## config.mk

```make
export PLATFORM = sky130hd
export DESIGN_NAME = first_fit_block_allocator
export DESIGN_NICKNAME = d
export VERILOG_FILES = /design/src/rtl/core/ffba_pkg.sv /design/src/rtl/core/ffba_alu.sv /design/src/rtl/core/ffba_table.sv /design/src/rtl/core/ffba_ctrl.sv /design/src/rtl/core/first_fit_block_allocator.sv
export VERILOG_INCLUDE_DIRS = /design/src /design/src/rtl/core
export SDC_FILE = /design/constraint.sdc
export NUM_CORES = 2
export LEC_CHECK = 0
export ABC_CLOCK_PERIOD_IN_PS = 18010
export BUFFER_PORTS_ARGS = -buffer_cell sky130_fd_sc_hd__buf_2
export CAP_MARGIN = 20
export CORE_ASPECT_RATIO = 2
export CORE_UTILIZATION = 45
export DETAILED_ROUTE_END_ITERATION = 8
export PLACE_DENSITY = 0.72
export RECOVER_POWER = 100
export SYNTH_ARGS = -nofsm -noshare
export SYNTH_HDL_FRONTEND = slang
export SYNTH_MEMORY_MAX_BITS = 65536
export SYNTH_SLANG_ARGS = --single-unit
```

## constraint.sdc

```tcl
create_clock -name clk -period 18.01 [get_ports clk]
set_input_delay 0.9005 -clock clk [delete_from_list [all_inputs] [get_ports clk]]
set_output_delay 0.9005 -clock clk [all_outputs]
set_load 0.05 [all_outputs]
```

## src/rtl/core/first_fit_block_allocator_macros.svh

```systemverilog
// Assertion macros used by the allocator sequencer.
`ifndef FIRST_FIT_BLOCK_ALLOCATOR_MACROS_SVH
`define FIRST_FIT_BLOCK_ALLOCATOR_MACROS_SVH

// Property checked on every rising edge of clk, switched off while rst is high.
`define FFBA_ASSERT(lbl, prop, msg) \
  lbl: assert property (@(posedge clk) disable iff (rst) (prop)) else $error(msg);

// Property checked on every rising edge of clk, reset cycles included.
`define FFBA_ASSERT_ALWAYS(lbl, prop, msg) \
  lbl: assert property (@(posedge clk) (prop)) else $error(msg);

`endif

```

## src/rtl/core/ffba_pkg.sv

```systemverilog
// Shared constants, codes and types of the first-fit block allocator.
package ffba_pkg;

  // Table geometry and word widths.
  localparam int ENTRIES = 64;
  localparam int IDX_W   = $clog2(ENTRIES);
  localparam int CNT_W   = IDX_W + 1;
  localparam int ADDR_W  = 32;
  localparam int CMD_W   = 2;
  localparam int STS_W   = 2;

  // Command codes.
  typedef enum logic [CMD_W-1:0] {
    CMD_ALLOC = 2'd0,
    CMD_FREE  = 2'd1,
    CMD_INIT  = 2'd2
  } cmd_e_t;

  // Result status codes.
  typedef enum logic [STS_W-1:0] {
    STS_OK      = 2'd0,
    STS_NOFIT   = 2'd1,
    STS_NOMATCH = 2'd2
  } status_e_t;

  // Operations of the shared adder.
  typedef enum logic {
    ALU_ADD = 1'b0,
    ALU_SUB = 1'b1
  } alu_op_t;

  // Sequencer states.
  typedef enum logic [2:0] {
    ST_IDLE,
    ST_FIT_SCAN,
    ST_HIT_WR,
    ST_REM_LEN,
    ST_ZERO_SCAN,
    ST_FREE_SCAN
  } state_t;

  // One table entry as seen on the read port.
  typedef struct packed {
    logic [ADDR_W-1:0] start;
    logic [ADDR_W-1:0] length;
    logic              used;
  } entry_t;

  // Write and flag commands from the sequencer to the table.
  typedef struct packed {
    logic              mem_we;
    logic              flag_we;
    logic              clr_all;
    logic [IDX_W-1:0]  idx;
    logic [ADDR_W-1:0] start;
    logic [ADDR_W-1:0] length;
    logic              used;
  } tbl_wr_t;

  // Result and flags of the shared adder.
  typedef struct packed {
    logic [ADDR_W-1:0] sum;
    logic              ge;
    logic              zero;
  } alu_res_t;

endpackage

```

## src/rtl/core/ffba_alu.sv

```systemverilog
// Shared add/subtract unit with compare flags.
module ffba_alu (
  input  ffba_pkg::alu_op_t              op,
  input  logic [ffba_pkg::ADDR_W-1:0]    a,
  input  logic [ffba_pkg::ADDR_W-1:0]    b,
  output ffba_pkg::alu_res_t             res
);
  import ffba_pkg::*;

  logic [ADDR_W:0]   wide;
  logic [ADDR_W-1:0] b_op;

  // Subtraction is a plus the inverted b plus one; the carry then means a >= b.
  assign b_op = (op == ALU_SUB) ? ~b : b;
  assign wide = {1'b0, a} + {1'b0, b_op} + {{ADDR_W{1'b0}}, (op == ALU_SUB)};

  always_comb begin
    res.sum  = wide[ADDR_W-1:0];
    res.ge   = wide[ADDR_W];
    res.zero = (wide[ADDR_W-1:0] == '0);
  end

endmodule

```

## src/rtl/core/ffba_table.sv

```systemverilog
// Region table: start, length and used memories with per-entry valid flags.
module ffba_table (
  input  logic                         clk,
  input  logic                         rst,
  input  logic [ffba_pkg::IDX_W-1:0]   rd_idx,
  output ffba_pkg::entry_t             rd_data,
  input  ffba_pkg::tbl_wr_t            wr
);
  import ffba_pkg::*;

  logic [ADDR_W-1:0]  start_mem  [ENTRIES];
  logic [ADDR_W-1:0]  length_mem [ENTRIES];
  logic               used_mem   [ENTRIES];
  logic [ENTRIES-1:0] valid;
  logic [ENTRIES-1:0] valid_next;

  logic [ADDR_W-1:0]  start_q;
  logic [ADDR_W-1:0]  length_q;
  logic               valid_q;
  logic               used_q;

  // Memory write port and registered read port; a flag write changes only the used bit.
  always_ff @(posedge clk) begin
    if (wr.mem_we) begin
      start_mem[wr.idx]  <= wr.start;
      length_mem[wr.idx] <= wr.length;
      used_mem[wr.idx]   <= wr.used;
    end else if (wr.flag_we) begin
      used_mem[wr.idx] <= wr.used;
    end
    start_q  <= start_mem[rd_idx];
    length_q <= length_mem[rd_idx];
    used_q   <= used_mem[rd_idx];
  end

  // Valid flags: a clear of the whole table comes first, so an entry written in
  // the same cycle still ends up valid.
  always_comb begin
    valid_next = wr.clr_all ? '0 : valid;
    if (wr.mem_we) begin
      valid_next[wr.idx] = 1'b1;
    end
  end

  always_ff @(posedge clk) begin
    if (rst) begin
      valid   <= '0;
      valid_q <= 1'b0;
    end else begin
      valid   <= valid_next;
      valid_q <= valid[rd_idx];
    end
  end

  // An entry never written since reset or init reads as empty.
  always_comb begin
    rd_data.start  = valid_q ? start_q  : '0;
    rd_data.length = valid_q ? length_q : '0;
    rd_data.used   = valid_q & used_q;
  end

endmodule

```

## src/rtl/core/ffba_ctrl.sv

```systemverilog
// Sequencer: table scans, remainder arithmetic on the shared adder and results.
`include "first_fit_block_allocator_macros.svh"

module ffba_ctrl (
  input  logic                          clk,
  input  logic                          rst,
  input  logic                          start,
  input  logic [ffba_pkg::CMD_W-1:0]    cmd,
  input  logic [ffba_pkg::ADDR_W-1:0]   amount,
  input  logic [ffba_pkg::ADDR_W-1:0]   start_addr,
  input  logic                          pool_size_we,
  input  logic [ffba_pkg::ADDR_W-1:0]   pool_size,
  input  ffba_pkg::entry_t              rd_data,
  output logic [ffba_pkg::IDX_W-1:0]    rd_idx,
  output ffba_pkg::tbl_wr_t             tbl_wr,
  output ffba_pkg::alu_op_t             alu_op,
  output logic [ffba_pkg::ADDR_W-1:0]   alu_a,
  output logic [ffba_pkg::ADDR_W-1:0]   alu_b,
  input  ffba_pkg::alu_res_t            alu_res,
  output logic                          busy,
  output logic                          done,
  output logic [ffba_pkg::STS_W-1:0]    status,
  output logic [ffba_pkg::ADDR_W-1:0]   region_start
);
  import ffba_pkg::*;

  state_t            state, state_next;
  logic [CNT_W-1:0]  rd_cnt, rd_cnt_next;
  logic              chk_vld, chk_vld_next;
  logic [IDX_W-1:0]  chk_idx, chk_idx_next;
  logic [ADDR_W-1:0] pool_reg;
  logic [ADDR_W-1:0] amount_q, amount_q_next;
  logic [ADDR_W-1:0] addr_q, addr_q_next;
  logic [ADDR_W-1:0] old_start, old_start_next;
  logic [ADDR_W-1:0] old_len, old_len_next;
  logic [IDX_W-1:0]  hit_idx, hit_idx_next;
  logic [ADDR_W-1:0] rem_start, rem_start_next;
  logic [ADDR_W-1:0] rem_len, rem_len_next;
  logic              done_next;
  status_e_t         status_q, status_next;
  logic [ADDR_W-1:0] region_q, region_next;
  logic              scanning;
  logic              scan_end;
  logic              match;

  assign rd_idx       = rd_cnt[IDX_W-1:0];
  assign busy         = (state != ST_IDLE);
  assign status       = status_q;
  assign region_start = region_q;

  // The read in flight is checked in the cycle after its address was issued;
  // the scan has missed once the last entry has been checked.
  assign scanning = (state == ST_FIT_SCAN) || (state == ST_ZERO_SCAN) ||
                    (state == ST_FREE_SCAN);
  assign scan_end = !chk_vld && (rd_cnt == CNT_W'(ENTRIES));

  // Pool size register.
  always_ff @(posedge clk) begin
    if (rst) begin
      pool_reg <= '0;
    end else if (pool_size_we) begin
      pool_reg <= pool_size;
    end
  end

  // Control state.
  always_ff @(posedge clk) begin
    if (rst) begin
      state   <= ST_IDLE;
      rd_cnt  <= '0;
      chk_vld <= 1'b0;
      done    <= 1'b0;
    end else begin
      state   <= state_next;
      rd_cnt  <= rd_cnt_next;
      chk_vld <= chk_vld_next;
      done    <= done_next;
    end
  end

  // Payload registers.
  always_ff @(posedge clk) begin
    chk_idx   <= chk_idx_next;
    amount_q  <= amount_q_next;
    addr_q    <= addr_q_next;
    old_start <= old_start_next;
    old_len   <= old_len_next;
    hit_idx   <= hit_idx_next;
    rem_start <= rem_start_next;
    rem_len   <= rem_len_next;
    status_q  <= status_next;
    region_q  <= region_next;
  end

  // Operand selection for the shared adder.
  always_comb begin
    alu_op = ALU_SUB;
    alu_a  = '0;
    alu_b  = '0;
    case (state)
      ST_FIT_SCAN: begin
        alu_a = rd_data.length;
        alu_b = amount_q;
      end
      ST_ZERO_SCAN: begin
        alu_a = rd_data.length;
      end
      ST_FREE_SCAN: begin
        alu_a = rd_data.start;
        alu_b = addr_q;
      end
      ST_HIT_WR: begin
        alu_op = ALU_ADD;
        alu_a  = old_start;
        alu_b  = amount_q;
      end
      ST_REM_LEN: begin
        alu_a = old_len;
        alu_b = amount_q;
      end
      default: begin
        alu_op = ALU_SUB;
      end
    endcase
  end

  // Match condition of the scan in progress.
  always_comb begin
    case (state)
      ST_FIT_SCAN:  match = chk_vld && !rd_data.used && alu_res.ge;
      ST_ZERO_SCAN: match = chk_vld && alu_res.zero;
      ST_FREE_SCAN: match = chk_vld && alu_res.zero;
      default:      match = 1'b0;
    endcase
  end

  // Next state, scan counter, table commands and results.
  always_comb begin
    state_next     = state;
    amount_q_next  = amount_q;
    addr_q_next    = addr_q;
    old_start_next = old_start;
    old_len_next   = old_len;
    hit_idx_next   = hit_idx;
    rem_start_next = rem_start;
    rem_len_next   = rem_len;
    status_next    = status_q;
    region_next    = region_q;
    done_next      = 1'b0;
    tbl_wr         = '0;

    // The counter runs only during a scan and is cleared in every other state.
    if (scanning) begin
      rd_cnt_next  = (rd_cnt == CNT_W'(ENTRIES)) ? rd_cnt : rd_cnt + CNT_W'(1);
      chk_vld_next = (rd_cnt != CNT_W'(ENTRIES));
      chk_idx_next = rd_idx;
    end else begin
      rd_cnt_next  = '0;
      chk_vld_next = 1'b0;
      chk_idx_next = chk_idx;
    end

    case (state)
      ST_IDLE: begin
        if (start) begin
          amount_q_next = amount;
          addr_q_next   = start_addr;
          case (cmd_e_t'(cmd))
            CMD_ALLOC: state_next = ST_FIT_SCAN;
            CMD_FREE:  state_next = ST_FREE_SCAN;
            CMD_INIT: begin
              tbl_wr.clr_all = 1'b1;
              tbl_wr.mem_we  = 1'b1;
              tbl_wr.idx     = '0;
              tbl_wr.start   = '0;
              tbl_wr.length  = pool_reg;
              tbl_wr.used    = 1'b0;
              done_next      = 1'b1;
              status_next    = STS_OK;
              region_next    = '0;
            end
            default: begin
              done_next   = 1'b1;
              status_next = STS_OK;
              region_next = '0;
            end
          endcase
        end
      end

      // First free entry that is long enough.
      ST_FIT_SCAN: begin
        if (match) begin
          old_start_next = rd_data.start;
          old_len_next   = rd_data.length;
          hit_idx_next   = chk_idx;
          state_next     = ST_HIT_WR;
        end else if (scan_end) begin
          done_next   = 1'b1;
          status_next = STS_NOFIT;
          region_next = '0;
          state_next  = ST_IDLE;
        end
      end

      // Shrink the hit entry and mark it used; the adder forms the new start.
      ST_HIT_WR: begin
        tbl_wr.mem_we  = 1'b1;
        tbl_wr.idx     = hit_idx;
        tbl_wr.start   = old_start;
        tbl_wr.length  = amount_q;
        tbl_wr.used    = 1'b1;
        rem_start_next = alu_res.sum;
        state_next     = ST_REM_LEN;
      end

      // Length of the remainder.
      ST_REM_LEN: begin
        rem_len_next = alu_res.sum;
        state_next   = ST_ZERO_SCAN;
      end

      // First empty slot takes the remainder; with no slot it is dropped.
      ST_ZERO_SCAN: begin
        if (match) begin
          tbl_wr.mem_we = 1'b1;
          tbl_wr.idx    = chk_idx;
          tbl_wr.start  = rem_start;
          tbl_wr.length = rem_len;
          tbl_wr.used   = 1'b0;
        end
        if (match || scan_end) begin
          done_next   = 1'b1;
          status_next = STS_OK;
          region_next = old_start;
          state_next  = ST_IDLE;
        end
      end

      // First entry with a matching start is released.
      ST_FREE_SCAN: begin
        if (match) begin
          tbl_wr.flag_we = 1'b1;
          tbl_wr.idx     = chk_idx;
          tbl_wr.used    = 1'b0;
          done_next      = 1'b1;
          status_next    = STS_OK;
          region_next    = '0;
          state_next     = ST_IDLE;
        end else if (scan_end) begin
          done_next   = 1'b1;
          status_next = STS_NOMATCH;
          region_next = '0;
          state_next  = ST_IDLE;
        end
      end

      default: begin
        state_next = ST_IDLE;
      end
    endcase
  end

  // A result follows either work in progress or a command finished on transfer.
  `FFBA_ASSERT(a_done_cause,
               done |-> $past(state != ST_IDLE || start),
               "result without a command")
  // An allocate always starts with the fit scan.
  `FFBA_ASSERT(a_alloc_scan,
               (start && !busy && cmd == CMD_ALLOC) |=> (state == ST_FIT_SCAN),
               "allocate did not enter the fit scan")
  // The hit entry is written only straight after a fit scan found it.
  `FFBA_ASSERT(a_hit_order,
               (state == ST_HIT_WR) |-> ($past(state) == ST_FIT_SCAN),
               "hit write out of order")
  // The scan counter never runs past the table; it is only defined once reset is seen.
  `FFBA_ASSERT_ALWAYS(a_cnt_range,
                      rst || (rd_cnt <= CNT_W'(ENTRIES)),
                      "scan counter beyond table")

endmodule

```

## src/rtl/core/first_fit_block_allocator.sv

```systemverilog
// Top level of the first-fit block allocator.
// Commands are transferred when start is high and busy is low; each gives one
// result, shown for exactly one cycle with done high, which the receiver must
// take as it comes. The table is read one entry per cycle through its single
// registered read port. Init and the unused command give their result without
// a scan, a free scans the table for a matching start, and an allocate runs a
// fit scan, two adder steps and a scan for an empty slot. busy stays high while
// a free or an allocate runs and falls in the cycle in which done is shown, so
// the next command can be transferred while the result is on the ports.
// pool_size is written with pool_size_we and takes effect at the next init.
module first_fit_block_allocator (
  input  logic                          clk,
  input  logic                          rst,
  input  logic                          start,
  output logic                          busy,
  input  logic [ffba_pkg::CMD_W-1:0]    cmd,
  input  logic [ffba_pkg::ADDR_W-1:0]   amount,
  input  logic [ffba_pkg::ADDR_W-1:0]   start_addr,
  input  logic                          pool_size_we,
  input  logic [ffba_pkg::ADDR_W-1:0]   pool_size,
  output logic                          done,
  output logic [ffba_pkg::STS_W-1:0]    status,
  output logic [ffba_pkg::ADDR_W-1:0]   region_start
);
  import ffba_pkg::*;

  logic [IDX_W-1:0]  rd_idx;
  entry_t            rd_data;
  tbl_wr_t           tbl_wr;
  alu_op_t           alu_op;
  logic [ADDR_W-1:0] alu_a;
  logic [ADDR_W-1:0] alu_b;
  alu_res_t          alu_res;

  // Sequencer.
  ffba_ctrl u_ctrl (
    .clk          (clk),
    .rst          (rst),
    .start        (start),
    .cmd          (cmd),
    .amount       (amount),
    .start_addr   (start_addr),
    .pool_size_we (pool_size_we),
    .pool_size    (pool_size),
    .rd_data      (rd_data),
    .rd_idx       (rd_idx),
    .tbl_wr       (tbl_wr),
    .alu_op       (alu_op),
    .alu_a        (alu_a),
    .alu_b        (alu_b),
    .alu_res      (alu_res),
    .busy         (busy),
    .done         (done),
    .status       (status),
    .region_start (region_start)
  );

  // Region table.
  ffba_table u_table (
    .clk     (clk),
    .rst     (rst),
    .rd_idx  (rd_idx),
    .rd_data (rd_data),
    .wr      (tbl_wr)
  );

  // Shared adder for compares and remainder arithmetic.
  ffba_alu u_alu (
    .op  (alu_op),
    .a   (alu_a),
    .b   (alu_b),
    .res (alu_res)
  );

endmodule

```

==> flow_summary.ini <==
[floorplanning]
die_w_microns = 444.7
core_sq_mm = 0.3896
row_count = 324
die_h_microns = 887.4
pin_count = 138
dieArea_sq_mm = 0.3946
start_util_pct = 45.27

[grt]
grt.total_usage_pct = 25.63
first_global_vias = 86260
grt.overflow.total = 0
grt_max_degree = 134
grt_pass1_wl_mm = 700.5
antenna_found_initial = 60

[sta]
finalSetupViolations = 0
min_period_ps = 13860
slew_viol_final = 996
slew_headroom_pct = -503.0
max_freq_mhz = 72.17
tns_ps = 0
fin_worst_skew_ps = 110.1
grt_setup_unrepaired = false
finalCritPeriodShare_pct = 76.94
worstMarginPinSlew_ps = 9045
hold_violations = 0

[pwr]
power.density_mw_per_mm2 = 106.1
peakVddDrop_v = 0.00009261
power_leakage_nw = 63.21
finalPower_mw = 20.87

[logic_synthesis]
yosysMostFrequentCell = edfxtp_1
netlist_area_sq_mm = 0.1764
synthTopCellsByCount = edfxtp_1, mux4_2, clkbuf_1, nand2_1, nor2_1
async_reset_ff_share_pct = 0
synth_edf_count = 4398
yosys.cell_types.count = 81
syn_nets = 7865
ys_seq_area_share_pct = 76.86
ys_ff_latch = 4572
synth_cells = 7729
synth_area_per_cell_sq_um = 22.82
yosysTopAreaCellShare_pct = 74.88
synth_top_cell_by_area = edfxtp_1
yosys_warnings = 0
synthFlopType = edfxtp_1
synth_area_leaders = edfxtp_1, mux4_2, dfxtp_1

[hold_path]
holdCritPathClass = in2reg

[clock_tree]
postCtsHoldBufs = 0
cts-resized-gates = 0
clk_pin_slew_ps = 70
cts_root_buffer = clkbuf_16
cts_made_buffers = 378
clk_latency_ps = 990
cts_setup_buffers = 0
tritoncts = yes
h-tree-depth = 5
cts_sinks = 4572
clk_path_buf_depth = 4

[finish]
reg_top3 = u_table.length_mem (2048), u_table.start_mem (2048)
fillers = 29640
layout.nets = 8201
area_growth_syn_to_layout_pct = 11.51
drive_gt1_share_pct = 28.18

[detailed_routing]
drcViolationCount = 0
drtAntennaViolNets = 0
first_pass_iters = 8
wl_per_cell_microns = 37.50
wirelength_mm = 510.9
vias = 86560
via_per_inst = 6.354
drt_iter0_drc = 12330

[critical_path]
cp-end-kind = flip-flop
cp.required_ps = 18790
critical_path_class = reg2reg
cp_max_fo = 133
worst_ep_arrival_time_ps = 14630
critPathLaunchType = flip-flop

[placed_design]
dp.final_hpwl_mm = 314.3
port_buffers = 137
gp_congestion = 0.9203

[flow_run]
cap_violations = 22

[outcome]
outcome = complete, but fails checks
violations = max-capacitance violations, max-slew violations
## power by group
part	leakage (nW)	switching [mW]	internal, mW
Sequential	45.0	0.0701	11.6
Clock	5.99	3.81	4.57
Combinational	12.2	0.531	0.326
## cell type report
cell class                      instances  area [sq um]  share of cell area (%)
Antenna cell                           34         85.08                 0.04326
Multi-Input combinational cell       2626         39150                   19.91
Clock buffer                          472         10200                   5.189
Sequential cell                      4572        135600                   68.93
Timing Repair Buffer                  403          2688                   1.367
Clock inverter                        217          2126                   1.081
Inverter                               84         322.8                  0.1641
Tap cell                             5216          6526                   3.319
## through the flow
stage               utilization [%]  instances  hold WS (ps)  worst slack, ps  cell area, sq um
CTS                           50.54      13590         51.05             7638            196900
detailed placement            47.37      12900         440.3             7668            184600
global placement              47.37      12900         427.8             7711            184500
finish                        50.48      13620         119.0             4153            196700
floorplan                         -       7729         406.4             5199            176400
global route                  50.48      13620         112.0             3806            196600
## kinds of logic (layout without fill, tap and decap cells)
| kind of cell | Yosys count | count (layout) | synth area share, % |
|---|---|---|---|
| other cells | 0 | 34 | 0 |
| fa+ha+maj | 34 | 34 | 0.2455 |
| compound gates | 492 | 492 | 1.981 |
| mux | 1422 | 1422 | 17.91 |
| flops | 4572 | 4572 | 76.86 |
| xor+xnor | 25 | 25 | 0.1241 |
| buf+inv | 531 | 1176 | 1.154 |
| simple gates | 653 | 653 | 1.727 |
## routing by layer
| layer | vias up | share of wire (%) | track usage (%) |
|---|---|---|---|
| li1 | 33490 | - | - |
| met1 | 46710 | 33 | 30.62 |
| met2 | 5306 | 52 | 44.75 |
| met3 | 1015 | 8.9 | 4.369 |
| met4 | 38 | 5.8 | 12.76 |
| met5 | - | 0.048 | 0 |
## worst paths after layout
path                                  from                            to  slack, ps  cells past startpoint
max reg2reg  u_ctrl.rd_cnt[1]$_SDFFE_PP0P_  u_table.length_q[11]$_DFF_P_       4150                      6
min                              amount[5]  u_ctrl.amount_q[5]$_DFFE_PP_        120                      1
min reg2reg   u_table.valid[46]$_SDFF_PP0_  u_table.valid[46]$_SDFF_PP0_        460                      2
max          u_ctrl.rd_cnt[1]$_SDFFE_PP0P_  u_table.length_q[11]$_DFF_P_       4150                      6
## layout by cell type, fill, tap and decap left out, types with 72 or more instances in the layout
master,instances
clkbuf_1,142
clkbuf_16,388
a21oi_1,77
a22o_1,80
nand2_1,245
clkinv_1,72
buf_2,87
o21ai_0,110
edfxtp_1,4398
dfxtp_1,170
inv_1,83
buf_4,228
nor2_1,148
mux4_2,1387
## critical path, cell delays in order (launching register included)
cell and delay (ps):
dfxtp_1 1850, clkbuf_1 6410, clkbuf_1 2400, buf_4 990, mux4_2 450, mux4_2 650, mux4_2 700
(Power assumes the default switching activity.)
